### config.mk
export PLATFORM = sky130hd
export DESIGN_NAME = mcpf_ctrl
export DESIGN_NICKNAME = d
export VERILOG_FILES = /design/src/rtl/mcpf_pkg.sv /design/src/rtl/mcpf_ctrl.sv
export SDC_FILE = /design/constraint.sdc
export NUM_CORES = 1
export LEC_CHECK = 0
export ABC_AREA = 1
export BUFFER_PORTS_ARGS = -buffer_cell sky130_fd_sc_hd__buf_2
export CAP_MARGIN = 40
export CORE_MARGIN = 2
export CORE_UTILIZATION = 25
export DETAILED_ROUTE_END_ITERATION = 12
export PLACE_DENSITY_LB_ADDON = 0.15
export SETUP_SLACK_MARGIN = 0.4
export SLEW_MARGIN = 40
export SYNTH_ARGS = -nofsm -noshare
export SYNTH_HDL_FRONTEND = slang
export SYNTH_SLANG_ARGS = --single-unit
export TNS_END_PERCENT = 20
### constraint.sdc
create_clock -name clk -period 1.5 [get_ports clk]
set_input_delay 0.075 -clock clk [delete_from_list [all_inputs] [get_ports clk]]
set_output_delay 0.075 -clock clk [all_outputs]
set_load 0.1 [all_outputs]
### src/rtl/mcpf_pkg.sv
// ----------------------------------------------------------------------------
// mcpf_pkg
// Shared types and constants for the multi-channel pipe FIFO.
// ----------------------------------------------------------------------------
package mcpf_pkg;

	localparam int NUM_SLOTS  = 32;
	localparam int SLOT_W     = 6;             // handle width, 0 means no slot
	localparam int IDX_W      = 5;             // slot index 0..NUM_SLOTS-1
	localparam int RING_AW    = 12;            // ring of 4096 entries
	localparam int RING_WORDS = NUM_SLOTS * (1 << RING_AW);

	typedef enum logic [2:0] {
		FN_OPEN    = 3'd0,
		FN_WRITE   = 3'd1,
		FN_READ    = 3'd2,
		FN_PENDING = 3'd3,
		FN_CLOSE   = 3'd4
	} func_t;

	typedef enum logic [1:0] {
		ST_OK        = 2'd0,
		ST_BADH      = 2'd1,
		ST_EMPTYFULL = 2'd2,
		ST_NOSLOT    = 2'd3
	} status_t;

	typedef enum logic [2:0] {
		S_IDLE,
		S_LOOK,
		S_OPEN2,
		S_WPEER,
		S_RDATA
	} state_t;

	typedef struct packed {
		func_t             func;
		logic [SLOT_W-1:0] handle;
		logic [7:0]        data_in;
	} req_t;

	typedef struct packed {
		status_t           status;
		logic [7:0]        data_out;
		logic [11:0]       count;
		logic [SLOT_W-1:0] first_handle;
		logic [SLOT_W-1:0] second_handle;
	} result_t;

	typedef struct packed {
		logic    load;
		logic    look;
		logic    open_pair;
		logic    write_byte;
		logic    read_issue;
		logic    close_slot;
		logic    finish;
		status_t fin_status;
	} dp_cmd_t;

	typedef struct packed {
		func_t func;
		logic  hdl_ok;
		logic  peer_ok;
		logic  full;
		logic  empty;
		logic  pair_free;
	} dp_stat_t;

endpackage

### src/rtl/mcpf_ctrl.sv
// ----------------------------------------------------------------------------
// mcpf_ctrl
// Request sequencer: steps each request through lookup, peer check,
// ring access and result.
// ----------------------------------------------------------------------------
module mcpf_ctrl import mcpf_pkg::*; (
	input  logic     clk,
	input  logic     arst_n,
	input  logic     start,
	output logic     busy,
	input  dp_stat_t stat,
	output dp_cmd_t  cmd
);

	state_t state_q, state_d;

	always_ff @(posedge clk or negedge arst_n) begin
		if (!arst_n) begin
			state_q <= S_IDLE;
		end else begin
			state_q <= state_d;
		end
	end

	always_comb begin
		state_d = state_q;
		unique case (state_q)
			S_IDLE: begin
				if (start) state_d = S_LOOK;
			end
			S_LOOK: begin
				unique case (stat.func)
					FN_OPEN:  state_d = S_OPEN2;
					FN_WRITE: state_d = stat.hdl_ok ? S_WPEER : S_IDLE;
					FN_READ:  state_d = (stat.hdl_ok && !stat.empty) ? S_RDATA : S_IDLE;
					default:  state_d = S_IDLE;
				endcase
			end
			S_OPEN2, S_WPEER, S_RDATA: state_d = S_IDLE;
			default: state_d = S_IDLE;
		endcase
	end

	always_comb begin
		cmd            = '0;
		cmd.fin_status = ST_OK;
		busy           = (state_q != S_IDLE);
		unique case (state_q)
			S_IDLE: begin
				cmd.load = start;
			end
			S_LOOK: begin
				cmd.look = 1'b1;
				unique case (stat.func)
					FN_OPEN: ;
					FN_WRITE: begin
						if (!stat.hdl_ok) begin
							cmd.finish     = 1'b1;
							cmd.fin_status = ST_BADH;
						end
					end
					FN_READ: begin
						if (!stat.hdl_ok) begin
							cmd.finish     = 1'b1;
							cmd.fin_status = ST_BADH;
						end else if (stat.empty) begin
							cmd.finish     = 1'b1;
							cmd.fin_status = ST_EMPTYFULL;
						end else begin
							cmd.read_issue = 1'b1;
						end
					end
					FN_PENDING: begin
						cmd.finish     = 1'b1;
						cmd.fin_status = stat.hdl_ok ? ST_OK : ST_BADH;
					end
					FN_CLOSE: begin
						cmd.finish     = 1'b1;
						cmd.fin_status = stat.hdl_ok ? ST_OK : ST_BADH;
						cmd.close_slot = stat.hdl_ok;
					end
					default: begin
						cmd.finish     = 1'b1;
						cmd.fin_status = ST_BADH;
					end
				endcase
			end
			S_OPEN2: begin
				cmd.finish     = 1'b1;
				cmd.open_pair  = stat.pair_free;
				cmd.fin_status = stat.pair_free ? ST_OK : ST_NOSLOT;
			end
			S_WPEER: begin
				cmd.finish = 1'b1;
				if (stat.peer_ok && !stat.full) begin
					cmd.write_byte = 1'b1;
				end else begin
					cmd.fin_status = ST_EMPTYFULL;
				end
			end
			S_RDATA: begin
				cmd.finish = 1'b1;
			end
			default: ;
		endcase
	end

endmodule

==> run_results.csv, run 1 <==
group,metric,value,unit
synthesis,yosysMostFrequentCell,"nand2_1",
synthesis,synth_top_area_cell,"dfrtp_1",
worst_setup_path,worstPathMaxFanout,5,
finish,fin_util,68.4,%
sta,timing.hold.ws,0.160,ns
cts,cts_buffers,3,
synthesis,synth-edff-count,0,
placement,hpwl,715,um
sta,finalCritPeriodShare,96.0,%
finish,multiInputGateArea,332,sq um
cts,clock_path_buffers,2,
sta,fmaxAchievable,695,MHz
routing,dr_wl_met2,436,um
routing,vias_per_cell,4.42,
synthesis,netlist_top_cells_count,"14 x nand2_1, 13 x nor2_1, 11 x inv_1",
synthesis,ys_types,12,
floorplanning,fp.dieW,40.1,um
synthesis,netlist_area,325,sq um
worst_setup_path,cp.required,1.42,ns
routing,wirelength_met1,379,um
finish,regArea,76.3,sq um
routing,vias,446,
synthesis,synth_top_area_share,23.1,%
synthesis,yosysSeqAreaShare,23.1,%
grt,grt_max_degree,6,
sta,slew_headroom,86.8,%
cts,cts.sink_count,3,
sta,hold_viol_final,0,
floorplanning,io_pins,21,
synthesis,synth_area_per_cell,5.61,sq um
finish,syn_to_final_growth,143,%
worst_setup_path,cp-end-kind,"output port",
cts,clk_latency,0.23,ns
finish,largest_reg_flops,3,
finish,n_antenna_cell,0,
routing,ant_nets,0,
synthesis,ys.flop_type,"dfrtp_1",
finish,finalNonFillerCells,101,
cts,cts_root_buffer,"clkbuf_4",
synthesis,async_flop_share,100,%
worst_setup_path,crit_family,"flip-flops",
worst_setup_path,path_buf_inv,2,
grt,antenna_found_initial,0,
sta,fin_ws,0.0604,ns
sta,max_slew.worst_pin.slew,0.196,ns
finish,drive_gt1_share,58.6,%
synthesis,syn-num-nets,69,
routing,top_layer_used,"met4",
grt,overflow,0,
grt,grt_pass1_wl,1490,um
floorplanning,initial_core_util,28.1,%
finish,top_register,"state_q",
cts,ctsHtreeMaxLevel,1,
pwr,p_leak,0.365,nW
floorplanning,coreArea,1160,sq um
floorplanning,rows,12,
worst_setup_path,slowest_delay,0.45,ns
worst_setup_path,path_class,"register to output port",
worst_hold_path,hold_class,"input port to register",
synthesis,synth_seq_cells,3,
finish,nets,99,
routing,avgRoutedWirePerCell,8.91,um
sta,maxSlewViolCount,0,
synthesis,synth_cells,58,
finish,fillers,87,
routing,dr_wl_met3,60,um
synthesis,ys_warn_count,0,
cts,cts.clk_slew.worst_paths,0.03,ns
sta,setup_viol,0,
finish,reg_top3,"state_q (3)",
routing,drt-initial-drc-count,7,
floorplanning,die_h,40.1,um
placement,place.gp.congestion,0.809,
grt,grtUsageTotal,14.8,%
sta,skew,0.00151,ns
pwr,p_per_area,747,nW/um^2
routing,drt_pass1_iterations,4,
pwr,ir_worst_vdd,786,uV
worst_setup_path,rrSetupSlack,0.37,ns
synthesis,synth.area.top_cells,"dfrtp_1 23%, nand2_1 16%, nor2_1 15%",
sta,rsz0062_at_grt,"yes",
sta,min_period,1.44,ns
placement,placedCellCount,92,
pwr,p_total,0.591,mW
worst_setup_path,cpMaxStageDelayCell,"dfrtp_2",
placement,numPortBuffers,20,
routing,route.detailed.drc,0,
worst_setup_path,start_kind,"register",
floorplanning,dieArea,1610,sq um
grt,grt_pass1_vias,373,
routing,wirelength,900,um
placement,dp_slack,0.264,ns
cts,tritoncts,"done",
outcome,status,"complete, no violations",
worst_setup_path,cp_cell_sequence,"inv_2 > nand3_2 > nor2_4 > nor2_1 > nand2_2 > buf_12",
worst_setup_path,cp.arrival,1.36,ns
job,drv_cap,0,
==> cells in the final DEF, fill, tap and decap left out <==
master         instances
nor3_4                 3
clkinvlp_4             1
a21oi_4                1
inv_2                  4
dlygate4sd3_1          1
o21ai_0                3
buf_4                  4
buf_2                 10
clkbuf_1               1
nand2_2                2
dfrtp_1                2
nor2_4                 4
nand3_1                1
nand3_4                3
nand2_8                1
nand3_2                2
o21ai_1                1
nor2_1                 9
nor3_2                 1
nor2_2                 1
inv_1                  7
clkbuf_4               3
dfrtp_2                1
nand2_1               11
buf_12                10
==> worst reg2reg max path: cells and delay by family (launching register included) <==
family | cells | cell delay [ns]
flops | 1 | 0.40
buf+inv | 2 | 0.30
compound gates | 1 | 0.18
simple gates | 1 | 0.15
==> cells by family after synthesis <==
family | count (synthesis) | share of synthesized area, %
DFF | 3 | 23.1
buffers and inverters | 12 | 13.8
AOI/OAI and AO/OA | 5 | 7.69
and+or+nand+nor | 38 | 55.4
==> power by group <==
| part | internal [mW] | switching [mW] | leakage (nW) |
|---|---|---|---|
| Combinational | 0.125 | 0.229 | 0.311 |
| Sequential | 0.0861 | 0.00743 | 0.0390 |
| Clock | 0.0997 | 0.0426 | 0.0150 |
==> metal layers <==
| layer | vias up | global-route usage (%) |
|---|---|---|
| met2 | 17 | 21.8 |
| met4 | 0 | 15.5 |
| met1 | 187 | 17.4 |
| li1 | 240 | - |
| met3 | 2 | 2.22 |
| met5 | - | 0 |
==> final cells by class <==
cell class / count / share of cell area, %
Clock buffer: 4 / 3.32
Inverter: 12 / 6.17
Multi-Input combinational cell: 43 / 41.9
Sequential cell: 3 / 9.65
Tap cell: 14 / 2.22
Timing Repair Buffer: 25 / 36.7
==> stage by stage <==
stage | TNS, ns | instance area [sq um]
after floorplan | -0.112 | 423
after global placement | 0 | 676
after detailed placement | 0 | 676
after CTS | 0 | 746
after global routing | -0.0225 | 791
final | 0 | 791
==> worst paths after layout <==
check | cells after the start | startpoint | to
min reg2reg | 3 | state_q[2] | state_q[0]
min in group asynchronous | 2 | arst_n | state_q[2]
max | 6 | state_q[0] | cmd[1]
min | 3 | start | state_q[0]
max in group asynchronous | 2 | arst_n | state_q[0]
max reg2reg | 4 | state_q[1] | state_q[1]
==> timing repair <==
item	4_1_cts	5_1_grt
gates cloned	0	0
pin swaps	1	4
endpoints found under the hold margin	3	0
setup buffers	3	1
endpoints found under the setup margin	10	13
hold buffers	1	0
gates resized for setup	5	11
No activity file was read; power rests on OpenSTA's default activity.
==> inputs of run 2 (changes only) <==
- clock period: 1.5 -> 1.3 ns (I/O delays scaled with it)
==> run 2 against run 1 <==
Against the previous run:
- the flow now finishes with violations (setup timing)
- via count down 0.45%
- sequential power grew 16%
- wire length increased by 4.4%
- clock skew is 0.0012 ns lower
- final area up 1.1%
- flip-flop and latch count is the same
- global-route usage is 1.4 points higher
- register-to-register slack worse by 0.20 ns
- sequential share of layout area is 0.11 points lower
==> run_results.csv, run 2 (synthesis results as in run 1) <==
group,metric,value,unit
sta,maxSlewViolCount,0,
worst_setup_path,slowest_delay,0.38,ns
grt,overflow,0,
cts,clock_path_buffers,2,
finish,syn_to_final_growth,146,%
finish,layout.cells.most_common,"nand2_1",
finish,top_register,"state_q",
floorplanning,die_h,40.1,um
worst_setup_path,r2r-end,"state_q[1]",
floorplanning,rows,12,
grt,antenna_found_initial,0,
sta,timing.hold.ws,0.146,ns
grt,grtUsageTotal,16.1,%
routing,wirelength,940,um
floorplanning,io_pins,21,
cts,ctsHtreeMaxLevel,1,
placement,hpwl,756,um
worst_setup_path,cp.required,1.24,ns
sta,setup_tns,-0.461,ns
cts,cts_root_buffer,"clkbuf_4",
grt,grt_pass1_wl,1690,um
sta,fin_ws,-0.118,ns
finish,largest_reg_flops,3,
sta,skew,0.000347,ns
sta,slew_headroom,86.7,%
sta,rsz0062_at_grt,"yes",
sta,setup_viol,7,
grt,grt_pass1_vias,424,
worst_setup_path,cp-end-kind,"output port",
cts,tritoncts,"done",
worst_hold_path,hold-path-cell-count,3,
finish,final_area,800,sq um
routing,route.detailed.drc,0,
worst_setup_path,path_class,"register to output port",
finish,fin_util,69.2,%
worst_setup_path,r2r_cells,4,
sta,min_period,1.42,ns
placement,place.gp.congestion,0.831,
grt,grt_max_degree,6,
worst_setup_path,cp_cell_sequence,"inv_2 > nand3_4 > clkinvlp_4 > nand3_4 > nand2_8 > buf_12",
routing,drt_pass1_iterations,2,
floorplanning,initial_core_util,28.1,%
pwr,p_leak,0.375,nW
worst_setup_path,reg2reg_from,"state_q[2]",
routing,avgRoutedWirePerCell,9.13,um
cts,clk_latency,0.23,ns
pwr,ir_worst_vdd,798,uV
worst_hold_path,min_to,"state_q[0]",
finish,nets,101,
sta,max_slew.worst_pin.slew,0.199,ns
pwr,p_per_area,871,nW/um^2
cts,cts.clk_slew.worst_paths,0.04,ns
outcome,status,"finished, violations left",
finish,n_antenna_cell,0,
worst_setup_path,cpMaxStageDelayCell,"dfrtp_1",
worst_setup_path,rrSetupSlack,0.17,ns
placement,placed_cell_area,691,sq um
sta,finalCritPeriodShare,109,%
finish,finalNonFillerCells,103,
floorplanning,coreArea,1160,sq um
placement,numPortBuffers,20,
sta,fmaxAchievable,705,MHz
worst_setup_path,worstPathMaxFanout,5,
routing,drt-initial-drc-count,1,
worst_setup_path,cp.arrival,1.35,ns
routing,vias_per_cell,4.31,
finish,drive_gt1_share,58.4,%
routing,ant_nets,0,
cts,cts_buffers,3,
finish,fillers,88,
worst_setup_path,critical_path.most_common_cell,"nand3_4",
job,drv_cap,0,
worst_setup_path,start_kind,"register",
cts,cts.sink_count,3,
worst_hold_path,min_from,"start",
sta,hold_viol_final,0,
floorplanning,fp.dieW,40.1,um
floorplanning,dieArea,1610,sq um
finish,final_cell_mix,"11 x nand2_1, 10 x buf_2, 10 x buf_12",
placement,placedCellCount,92,
outcome,failed_checks,"setup timing",
worst_hold_path,hold_class,"input port to register",
finish,reg_top3,"state_q (3)",
routing,vias,444,
run 2: cell type report:
cell class	instances	area (sq um)	area share, %
multi-input combinational	43	322	40.2
timing repair buffer	27	309	38.7
sequential	3	76.3	9.55
inverter	12	48.8	6.10
clock buffer	4	26.3	3.29
tap	14	17.5	2.19
run 2: repair_timing:
action / CTS / global route
buffers inserted: 4 / 2
gates resized for setup: 6 / 5
pin swaps: 3 / 0
hold endpoints to repair: 3 / 0
endpoints found under the setup margin: 13 / 13
gates cloned: 0 / 0
hold buffers: 1 / 0
run 2: worst max-delay path by stage:
stage / from / depth (start not counted) / slack (ns) / end
CTS: state_q[1] / 6 / -0.13 / cmd[0]
global route: state_q[2] / 6 / -0.20 / cmd[0]
finish: state_q[2] / 6 / -0.12 / cmd[0]
detailed placement: state_q[1] / 6 / 0.07 / cmd[0]
floorplan: state_q[1] / 3 / -0.23 / cmd[4]
global placement: state_q[1] / 6 / 0.09 / cmd[0]
run 2: where the power goes:
group	internal, mW	leakage, nW	switching [mW]
Sequential	0.0992	0.0390	0.00877
Combinational	0.156	0.321	0.267
Clock	0.115	0.0150	0.0497
run 2: critical path, delay by kind of cell, from the launching register on:
family	cells	cell delay, ns
and+or+nand+nor	3	0.31
DFF	1	0.38
buffers and inverters	3	0.42
run 2: per-stage QoR:
stage	worst slack, ns	power (mW)
after floorplan	-0.233	0.366
after global placement	0.0888	0.495
after detailed placement	0.0717	0.496
after CTS	-0.129	0.689
after global routing	-0.202	0.739
final	-0.118	0.696
run 2: per-layer routing:
| layer | global-route usage (%) | up-vias | part of all wire (%) |
|---|---|---|---|
| met1 | 19.4 | 191 | 47 |
| met2 | 25.8 | 13 | 48 |
| met3 | 3.33 | 0 | 5.0 |
| li1 | - | 240 | - |
| met4 | 10.3 | 0 | 0 |
| met5 | 0 | - | 0 |
==> inputs of run 3 (changes only) <==
- BUFFER_PORTS_ARGS: -buffer_cell sky130_fd_sc_hd__buf_2 -> -buffer_cell sky130_fd_sc_hd__buf_4
==> run 3 against run 2 <==
Against the previous run:
- first-iteration DRC count grew to 6.0 times the previous value
- combinational power is 5.4% lower
- the run still ends with setup timing left
- clock power hardly changed
- total power is 3.6% lower
- sequential share of layout area is 0.060 points higher
- non-clock buffer count is 2 lower
- setup slack better by 0.011 ns
- register-to-register slack better by 0.04 ns
- sequential power hardly changed
- final cell count is 1.9% lower
- critical path type unchanged
- wire length is 10% higher
==> run_results.csv, run 3 (synthesis results as in run 1) <==
group,metric,value,unit
sta,fin_ws,-0.107,ns
worst_hold_path,hold_class,"input port to asynchronous set/reset pin",
placement,placedCellCount,95,
routing,avgRoutedWirePerCell,10.2,um
finish,nets,99,
finish,syn_to_final_growth,144,%
sta,hold_viol_final,0,
finish,layout.cells.most_common,"buf_4",
finish,finalNonFillerCells,101,
floorplanning,coreArea,1160,sq um
cts,cts_buffers,3,
outcome,failed_checks,"setup timing",
finish,reg_top3,"state_q (3)",
routing,vias_per_cell,4.41,
worst_setup_path,cp-end-kind,"output port",
routing,ant_nets,0,
pwr,p_leak,0.367,nW
job,drv_cap,0,
finish,final_cell_mix,"14 x buf_4, 11 x nand2_1, 10 x nor2_1",
routing,vias,445,
routing,drt-initial-drc-count,6,
grt,grt_pass1_wl,1700,um
cts,cts.clk_slew.worst_paths,0.04,ns
routing,wirelength,1030,um
grt,grt_max_degree,6,
cts,tritoncts,"done",
floorplanning,initial_core_util,28.1,%
finish,n_antenna_cell,0,
worst_setup_path,worstPathMaxFanout,5,
floorplanning,rows,12,
placement,dp_slack,-0.0163,ns
sta,skew,0.00524,ns
placement,place.gp.congestion,0.801,
placement,numPortBuffers,20,
worst_setup_path,cp.arrival,1.34,ns
cts,clk_latency,0.23,ns
sta,max_slew.worst_pin.slew,0.280,ns
sta,fmaxAchievable,711,MHz
worst_setup_path,path_class,"register to output port",
worst_setup_path,slowest_delay,0.45,ns
worst_setup_path,cpMaxStageDelayCell,"dfrtp_2",
routing,route.detailed.drc,0,
finish,top_register,"state_q",
cts,clock_path_buffers,2,
pwr,p_per_area,844,nW/um^2
grt,overflow,0,
outcome,status,"finished, violations left",
grt,grt_pass1_vias,417,
finish,drive_gt1_share,56.3,%
finish,fillers,103,
floorplanning,io_pins,21,
finish,largest_reg_flops,3,
grt,grtUsageTotal,16.5,%
sta,setup_viol,7,
grt,antenna_found_initial,0,
cts,ctsHtreeMaxLevel,1,
floorplanning,dieArea,1610,sq um
cts,cts_root_buffer,"clkbuf_4",
sta,maxSlewViolCount,0,
floorplanning,die_h,40.1,um
floorplanning,fp.dieW,40.1,um
sta,rsz0062_at_grt,"yes",
pwr,ir_worst_vdd,963,uV
worst_setup_path,start_kind,"register",
sta,slew_headroom,81.5,%
sta,min_period,1.41,ns
sta,finalCritPeriodShare,108,%
worst_setup_path,cp_cell_sequence,"o21ai_0 > nand2_2 > a21oi_4 > buf_12",
sta,timing.hold.ws,0.161,ns
routing,drt_pass1_iterations,4,
worst_setup_path,cp.required,1.24,ns
cts,cts.sink_count,3,
placement,hpwl,767,um
-- run 3: cell count changes in the layout (fill, tap and decap cells not counted) --
cell     before  now
buf_12       10    8
buf_2        10    0
buf_4         5   14
buf_8         0    1
nor2_1        9   10
nor2_2        2    0
nor2_4        3    4
o21ai_0       2    4
o21ai_1       2    0
-- run 3: final timing paths --
| path | startpoint | to | slack (ns) | cells after the start |
|---|---|---|---|---|
| setup / recovery | state_q[0] | cmd[2] | -0.11 | 4 |
| hold / removal | arst_n | state_q[1] | 0.16 | 2 |
| setup reg to reg | state_q[2] | state_q[2] | 0.21 | 4 |
| hold reg to reg | state_q[2] | state_q[0] | 0.68 | 3 |
| max in group asynchronous | arst_n | state_q[0] | 1.03 | 2 |
| min in group clk | stat[7] | state_q[1] | 0.19 | 4 |
-- run 3: layout make-up --
cell class	count	area [sq um]	area share, %
Clock buffer	4	26.3	3.31
Inverter	12	48.8	6.14
Multi-Input combinational cell	43	324	40.8
Sequential cell	3	76.3	9.61
Tap cell	14	17.5	2.20
Timing Repair Buffer	25	302	38.0
-- run 3: what timing repair did --
action                     in CTS  in global routing
hold buffers                    1                  0
buffers inserted                1                  0
setup endpoints to repair      13                 13
pin swaps                       5                  0
resized for setup              34                  1
hold endpoints to repair        3                  0
-- run 3: critical path, delay by kind of cell (launching register included) --
family	cells	cell delay, ns
compound gates	2	0.38
buf+inv	1	0.19
flops	1	0.45
simple gates	1	0.09
-- run 3: routing by layer --
layer,vias up,GRT usage [%],wire [um]
li1,236,-,-
met2,13,30.2,570
met1,196,17.4,414
met4,0,10.3,0
met3,0,2.22,49
met5,-,0,0
-- run 3: where the power goes --
| part | switching [mW] | internal (mW) | total, mW |
|---|---|---|---|
| Combinational | 0.263 | 0.136 | 0.400 |
| Clock | 0.0483 | 0.115 | 0.163 |
| Sequential | 0.00853 | 0.0993 | 0.108 |
| Total | 0.320 | 0.351 | 0.671 |
-- run 3: metrics by stage --
stage	area [sq um]	util [%]	setup TNS, ns	total power [mW]
finish	795	68.7	-0.567	0.671
global route	795	68.7	-1.06	0.700
CTS	790	68.3	-0.587	0.672
detailed placement	613	53.0	-0.0163	0.448
global placement	613	53.0	0	0.446
floorplan	423	-	-1.54	0.366
